## config.mk

```make
export PLATFORM = sky130hd
export DESIGN_NAME = mtra_cell
export DESIGN_NICKNAME = d
export VERILOG_FILES = /design/src/mtra_pkg.sv /design/src/mtra_cell.sv
export SDC_FILE = /design/constraint.sdc
export NUM_CORES = 2
export LEC_CHECK = 0
export ABC_AREA = 1
export BUFFER_PORTS_ARGS = -buffer_cell sky130_fd_sc_hd__buf_2
export CAP_MARGIN = 20
export CORE_AREA = 2 2 336 338
export DETAILED_ROUTE_END_ITERATION = 6
export DIE_AREA = 0 0 338 340
export HOLD_SLACK_MARGIN = 0.06
export MAX_ROUTING_LAYER = met4
export PLACE_DENSITY_LB_ADDON = 0.2
export SETUP_SLACK_MARGIN = 0.02
export SYNTH_ARGS = -nofsm -noshare
export SYNTH_HDL_FRONTEND = slang
export SYNTH_SLANG_ARGS = --single-unit
```

## constraint.sdc

```tcl
create_clock -name i_clk -period 6.5 [get_ports i_clk]
set_input_delay 0.65 -clock i_clk [delete_from_list [all_inputs] [get_ports i_clk]]
set_output_delay 0.65 -clock i_clk [all_outputs]
set_load 0.02 [all_outputs]
```

## src/mtra_pkg.sv

```systemverilog
// Package for the memory-type range allocator: beat types, status codes,
// memory type codes, scan token and table write types. No dependencies.
`default_nettype none

package mtra_pkg;

    localparam int SEL_W = 8;

    localparam logic [63:0] MIN_ADDR   = 64'h0000_0000_0010_0000;
    localparam logic [63:0] MIN_LEN    = 64'h0000_0000_0000_1000;
    localparam logic [63:0] VALID_BIT  = 64'h0000_0000_0000_0800;
    localparam logic [63:0] TYPE_FIELD = 64'h0000_0000_0000_00FF;
    localparam logic [63:0] LOW_PAGE   = 64'h0000_0000_0000_0FFF;
    localparam logic [15:0] REFS_MAX   = 16'hFFFF;

    localparam logic [6:0] PAB_MIN = 7'd36;
    localparam logic [6:0] PAB_MAX = 7'd64;

    localparam logic [1:0] REG_ENABLED  = 2'd0;
    localparam logic [1:0] REG_PAB      = 2'd1;
    localparam logic [1:0] REG_WC       = 2'd2;
    localparam logic [1:0] REG_ENTRIES  = 2'd3;

    localparam logic OP_ADD    = 1'b0;
    localparam logic OP_REMOVE = 1'b1;

    localparam logic [7:0] T_UC = 8'd0;
    localparam logic [7:0] T_WC = 8'd1;
    localparam logic [7:0] T_WT = 8'd4;
    localparam logic [7:0] T_WP = 8'd5;
    localparam logic [7:0] T_WB = 8'd6;

    typedef enum logic [2:0] {
        ST_OK            = 3'd0,
        ST_NO_SPACE      = 3'd1,
        ST_NOT_SUPPORTED = 3'd2,
        ST_INVALID       = 3'd3,
        ST_NOT_FOUND     = 3'd4
    } t_status;

    typedef enum logic [1:0] {
        OV_NONE,
        OV_MATCH,
        OV_CONFLICT
    } t_ov;

    typedef enum logic [1:0] {
        S_IDLE,
        S_SCAN,
        S_RESULT
    } t_state;

    typedef struct packed {
        logic        operation;
        logic [63:0] address;
        logic [63:0] length;
        logic [7:0]  mem_type;
    } t_req;

    typedef struct packed {
        logic [2:0]  status;
        logic [2:0]  entry_index;
        logic        hw_update;
        logic [63:0] base_word;
        logic [63:0] mask_word;
    } t_rsp;

    // request travelling down the cell row
    typedef struct packed {
        logic             active;
        logic             op;
        logic [63:0]      addr;
        logic [63:0]      len;
        logic [7:0]       mtype;
        logic             done;
        logic             have;
        logic [SEL_W-1:0] sel;
        logic [63:0]      sbase;
        logic [63:0]      smask;
        logic [15:0]      srefs;
    } t_tok;

    typedef struct packed {
        logic             en;
        logic [SEL_W-1:0] idx;
        logic [63:0]      base;
        logic [63:0]      mask;
        logic [15:0]      refs;
    } t_wr;

endpackage

`default_nettype wire

```

## src/mtra_cell.sv

```systemverilog
// One table entry of the range allocator plus one stage of the scan row.
// Depends on mtra_pkg.
`default_nettype none

module mtra_cell #(
    parameter int INDEX = 0
) (
    input  wire                          i_clk,
    input  wire                          i_rst_n,
    input  wire mtra_pkg::t_tok          i_tok,
    output mtra_pkg::t_tok               o_tok,
    input  wire mtra_pkg::t_wr           i_wr,
    input  wire [mtra_pkg::SEL_W-1:0]    i_count,
    input  wire [63:0]                   i_pmask,
    input  wire [63:0]                   i_bmask
);

    logic [63:0]    r_base;
    logic [63:0]    r_mask;
    logic [15:0]    r_refs;
    mtra_pkg::t_tok r_tok;
    mtra_pkg::t_tok n_tok;

    logic [63:0]   w_va;
    logic [63:0]   w_vlm1;
    logic [7:0]    w_vt;
    logic          w_hit;
    logic          w_ident;
    mtra_pkg::t_ov w_ov;
    logic          w_here;

    assign w_va   = r_base & i_bmask;
    assign w_vt   = r_base[7:0];
    assign w_vlm1 = ~(r_mask & i_bmask) & i_pmask;
    assign w_hit  = ((w_va >= i_tok.addr) && ((w_va - i_tok.addr) < i_tok.len)) ||
                    ((i_tok.addr >= w_va) && ((i_tok.addr - w_va) <= w_vlm1));
    assign w_ident = (w_va == i_tok.addr) && (i_tok.len != 64'd0) &&
                     ((i_tok.len - 64'd1) == w_vlm1) && (w_vt == i_tok.mtype);

    always_comb begin
        if (!w_hit) begin
            w_ov = mtra_pkg::OV_NONE;
        end else if (w_ident) begin
            w_ov = mtra_pkg::OV_MATCH;
        end else if ((w_vt == mtra_pkg::T_UC && i_tok.mtype == mtra_pkg::T_UC) ||
                     (w_vt == mtra_pkg::T_UC && i_tok.mtype == mtra_pkg::T_WB) ||
                     (w_vt == mtra_pkg::T_WB && i_tok.mtype == mtra_pkg::T_UC)) begin
            w_ov = mtra_pkg::OV_NONE;
        end else begin
            w_ov = mtra_pkg::OV_CONFLICT;
        end
    end

    assign w_here = i_tok.active && !i_tok.done &&
                    (mtra_pkg::SEL_W'(INDEX) < i_count);

    always_comb begin
        n_tok = i_tok;
        if (w_here) begin
            if (i_tok.op == mtra_pkg::OP_ADD) begin
                // free entries are remembered; the last one seen wins
                if (r_refs == 16'd0) begin
                    n_tok.have  = 1'b1;
                    n_tok.sel   = mtra_pkg::SEL_W'(INDEX);
                    n_tok.sbase = r_base;
                    n_tok.smask = r_mask;
                    n_tok.srefs = r_refs;
                end else if (w_ov == mtra_pkg::OV_MATCH) begin
                    n_tok.have  = 1'b1;
                    n_tok.done  = 1'b1;
                    n_tok.sel   = mtra_pkg::SEL_W'(INDEX);
                    n_tok.sbase = r_base;
                    n_tok.smask = r_mask;
                    n_tok.srefs = r_refs;
                end else if (w_ov == mtra_pkg::OV_CONFLICT) begin
                    n_tok.have = 1'b0;
                    n_tok.done = 1'b1;
                end
            end else if (r_refs != 16'd0 && w_ov == mtra_pkg::OV_MATCH) begin
                n_tok.have  = 1'b1;
                n_tok.done  = 1'b1;
                n_tok.sel   = mtra_pkg::SEL_W'(INDEX);
                n_tok.sbase = r_base;
                n_tok.smask = r_mask;
                n_tok.srefs = r_refs;
            end
        end
    end

    always_ff @(posedge i_clk) begin
        if (!i_rst_n) begin
            r_tok  <= '0;
            r_base <= '0;
            r_mask <= '0;
            r_refs <= '0;
        end else begin
            r_tok <= n_tok;
            if (i_wr.en && i_wr.idx == mtra_pkg::SEL_W'(INDEX)) begin
                r_base <= i_wr.base;
                r_mask <= i_wr.mask;
                r_refs <= i_wr.refs;
            end
        end
    end

    assign o_tok = r_tok;

endmodule

`default_nettype wire

```

==> summary.md <==
In this design, the stage delay of the slowest critical-path cell is 0.44 ns. The run finished with clean final reports. Counting the buffers created by CTS gives 53. STA classifies the critical path endpoint as a flop. The first global-routing pass estimated 292,000 µm of wire.

VDD sags by at most 0.197 mV. The core outline area is 112,000 µm², and the number of nets in the layout is 7,683. The synthesized netlist occupies a cell area of 36,700 µm². In this run, the number of DRC markers left after iteration 0 of detailed routing was 4,472.

The initial antenna violation count is 54, and the largest clock skew in the final design is 0.0503 ns. Data on the critical path arrives at its endpoint at 6.60 ns. The dominant register cell in the synthesized netlist is sky130_fd_sc_hd__dfxtp_1. The setup slack of the most critical reg-to-reg path was 0.46 ns; the overall die area was 115,000 µm².

Highest layer used for signal routing: met4. Measured against its own limit, the worst slew margin works out to 24.4%. By area the synthesized netlist is led by sky130_fd_sc_hd__dfxtp_1 24%, sky130_fd_sc_hd__nand2_1 14%, sky130_fd_sc_hd__inv_1 13%. After detailed routing, the average wire length per cell comes to 25.2 µm. The kind of path behind the tightest hold check is input port to flop. The highest fanout seen on the critical path is 20. The number of I/O port buffers works out to 874. For this run, asynchronously set or reset flops after synthesis account for 0%. For this run, the number of Yosys warnings is 0. In the detailed route, the total length drawn on met3 is 16,300 µm.

Part of the Yosys area used for sequential elements: 23.8%. The number of register bits inferred by synthesis is 436, and the level count of the clock H-tree is 2. The number of hold buffers added after CTS was 0. Leakage dissipation: 0.0250 µW.

The total DRC errors in the routed layout is 0, and the total nets after synthesis is 6,919. The site row count was 123; the buffer depth of the longest clock path was 3. Total congestion overflow: 0. The final route contains 43,900 vias.

The floorplan die width came out at 338 µm. Period utilization: 92.9%. In this run the critical register-to-register path is launched from r_base[2]$_SDFFE_PN0P_. sky130_fd_sc_hd__nand2_1 is the most common cell in the netlist. The detailed router put a total of 84,400 µm of wire on met1. The congestion estimate from routability-driven global placement came to 1.05. After routing the design area is 44,900 µm².

After detailed routing, the number of vias per cell comes to 5.21. For the via count of the first global-routing pass, the log shows 40,800. The clock slew seen by the registers of the worst setup and hold paths was 0.07 ns.

In the synthesized netlist, the cells that appear most often are 1,327 x sky130_fd_sc_hd__nand2_1, 1,232 x sky130_fd_sc_hd__inv_1, 676 x sky130_fd_sc_hd__nand3_1. The dominant cell type by count on the critical path is sky130_fd_sc_hd__nand2_1. For the worst-skew pair, the clock arrives at the later sink with an insertion delay of 0.70 ns. The number of cells on the worst reg-to-reg path is 33. The total count of hold-check failures in the final report was 0; the power density of the placed cells was 178 nW/µm². The logs give 175,000 µm for the HPWL reported at the end of detailed placement and 36.5% for the global routing usage summed across all routing layers. The kind of start point of the critical path was a flop. Max-cap violations in this run came to 0. TritonCTS built the clock tree. In this run the worst setup path begins at r_base[2]$_SDFFE_PN0P_.

The type of the worst setup path was flop to flop. The tools report the buffer count from post-CTS setup fixing as 0. Summed over all failing endpoints, the final setup total negative slack is 0 ns. Root buffer cell: sky130_fd_sc_hd__clkbuf_16. Derived from the worst setup path, the maximum achievable clock frequency is 166 MHz. In this run the worst setup path terminates at o_tok[8]$_SDFF_PN0_. The synthesized netlist contains 50 unique library cells. At the worst endpoint, the required time is 7.06 ns. At the pin with the least slew margin, the transition time is 1.13 ns.

For the max-slew violation count, the log shows 0. Number of enable flip-flop cells after synthesis: 0. The die extent in y was 340 µm. The top cell type by area accounts for 23.8% of the synthesized area. After detailed placement, the total cell area comes to 43,000 µm². The total length of routed wires was 212,000 µm. The tightest hold path in the finished design has a slack of 0.202 ns. The cell type contributing the most total cell area after synthesis is sky130_fd_sc_hd__dfxtp_1. Pin placement for this block handled 875 I/O pins. Clock tree synthesis found a total of 436 sinks.

Once the floorplan was initialized, standard cells occupied 32.9% of the core. The mean post-synth cell area was 6.04 µm². Relative to the synthesized area, the layout overhead comes to 22.1%. Counting the fill cells in the layout gives 12,400. The fraction of final layout cells sized beyond drive strength 1 was 16.7%; the count of mapped cells out of synthesis was 6,078.

Setup violations remaining at the end of the flow were counted as 0. Entering global routing, the biggest net connects 174 pins. After detailed routing, the met2 layer carries 95,400 µm of wire. After layout, the minimum clock period comes to 6.04 ns. Number of nets with antenna violations after routing: 0. The first detailed-routing pass took 6 iterations. The largest individual stage delay along the critical path comes from the cell sky130_fd_sc_hd__ha_1. The endpoint identified for the worst register-to-register timing path is o_tok[8]$_SDFF_PN0_. Setup repair after global routing left no endpoint under its margin.
worst max-delay path: cells and delay by family, from the launching register on:
kind	cells	cell delay, ns
flip-flops	1	0.40
XOR/XNOR	1	0.08
buffers and inverters	6	0.82
adder cells (fa/ha/maj)	2	0.75
AND/OR/NAND/NOR	21	2.83
AO/OA/AOI/OAI	3	1.02
power by group:
part,switching (µW),internal [µW]
Clock,1310,1770
Combinational,1430,658
Sequential,50.2,2790
worst min-delay path by stage:
stage / start / end / slack (ns) / depth (start not counted)
2_1_floorplan: r_mask[16]$_SDFFE_PN0P_ / r_mask[16]$_SDFFE_PN0P_ / 0.48 / 2
3_3_place_gp: r_refs[2]$_SDFFE_PN0P_ / r_refs[2]$_SDFFE_PN0P_ / 0.50 / 2
3_5_place_dp: r_base[38]$_SDFFE_PN0P_ / r_base[38]$_SDFFE_PN0P_ / 0.50 / 2
4_1_cts: i_tok[226] / o_tok[226]$_SDFF_PN0_ / 0.15 / 3
5_1_grt: i_wr[106] / r_base[26]$_SDFFE_PN0P_ / 0.19 / 3
6_report: i_wr[98] / r_base[18]$_SDFFE_PN0P_ / 0.20 / 3
flip-flops by register name, indices dropped and copies added (netlist names):
signal and flops:
o_tok 292, r_base 64, r_mask 64, r_refs 16
kinds of logic after synthesis:
logic type | count (synthesis) | synth area share (%)
AOI/OAI and AO/OA | 866 | 13.8
xor gates and xnor gates | 196 | 4.67
and+or+nand+nor | 2771 | 32.4
buffers and inverters | 1551 | 16.6
adders and majority gates | 258 | 8.83
DFF | 436 | 23.8
layer usage:
metal	vias to the layer above	GRT usage, %
li1	20800	-
met1	20400	43.1
met2	2236	56.6
met3	462	6.56
met4	0	23.9
met5	-	-
stage by stage:
| stage | setup WS (ns) | util (%) | total power [µW] | cells |
|---|---|---|---|---|
| 2_1_floorplan | 1.75 | - | 3990 | 6078 |
| 3_3_place_gp | 0.121 | 38.5 | 4940 | 8285 |
| 3_5_place_dp | 0.155 | 38.5 | 4940 | 8285 |
| 4_1_cts | 0.484 | 40.1 | 8040 | 8380 |
| 5_1_grt | 0.107 | 40.2 | 8340 | 8427 |
| 6_report | 0.464 | 40.2 | 8010 | 8431 |
cells in the final DEF, fill, tap and decap left out, types with 4 or more instances in the layout:
master,count
sky130_fd_sc_hd__a21boi_0,15
sky130_fd_sc_hd__buf_4,112
sky130_fd_sc_hd__clkinv_2,6
sky130_fd_sc_hd__inv_2,18
sky130_fd_sc_hd__clkbuf_16,53
sky130_fd_sc_hd__o2111ai_1,6
sky130_fd_sc_hd__clkbuf_1,17
sky130_fd_sc_hd__nor4_1,9
sky130_fd_sc_hd__nand3_1,675
sky130_fd_sc_hd__inv_1,1229
sky130_fd_sc_hd__nor2_2,12
sky130_fd_sc_hd__nand2_2,8
sky130_fd_sc_hd__clkbuf_8,13
sky130_fd_sc_hd__buf_2,873
sky130_fd_sc_hd__nand4_1,167
sky130_fd_sc_hd__diode_2,49
sky130_fd_sc_hd__a211oi_1,153
sky130_fd_sc_hd__o211ai_1,7
sky130_fd_sc_hd__o31ai_1,6
sky130_fd_sc_hd__xor2_1,167
sky130_fd_sc_hd__o221ai_1,6
sky130_fd_sc_hd__a31oi_1,4
sky130_fd_sc_hd__a21oi_1,453
sky130_fd_sc_hd__a21o_1,27
sky130_fd_sc_hd__nand3b_1,9
sky130_fd_sc_hd__nand2_1,1325
sky130_fd_sc_hd__dfxtp_1,436
sky130_fd_sc_hd__buf_12,22
sky130_fd_sc_hd__nor2_4,9
sky130_fd_sc_hd__nor2_1,521
sky130_fd_sc_hd__nor3_1,21
sky130_fd_sc_hd__o21bai_1,13
sky130_fd_sc_hd__xnor2_1,29
sky130_fd_sc_hd__ha_1,256
sky130_fd_sc_hd__o21ai_0,133
sky130_fd_sc_hd__o21a_1,28
area by class of cell:
type / count / area [µm²] / area share (%)
Multi-Input combinational cell: 4091 / 22000 / 49.0
Sequential cell: 436 / 8730 / 19.5
Timing Repair Buffer: 1010 / 5700 / 12.7
Inverter: 1250 / 4710 / 10.5
Tap cell: 1500 / 1880 / 4.18
Clock buffer: 83 / 1570 / 3.50
Clock inverter: 12 / 174 / 0.388
Antenna cell: 49 / 123 / 0.273
repair_timing:
item	4_1_cts	5_1_grt
setup endpoints to repair	0	35
gates resized for setup	0	2
endpoints found under the hold margin	0	0
No activity file was read; power rests on OpenSTA's default activity.
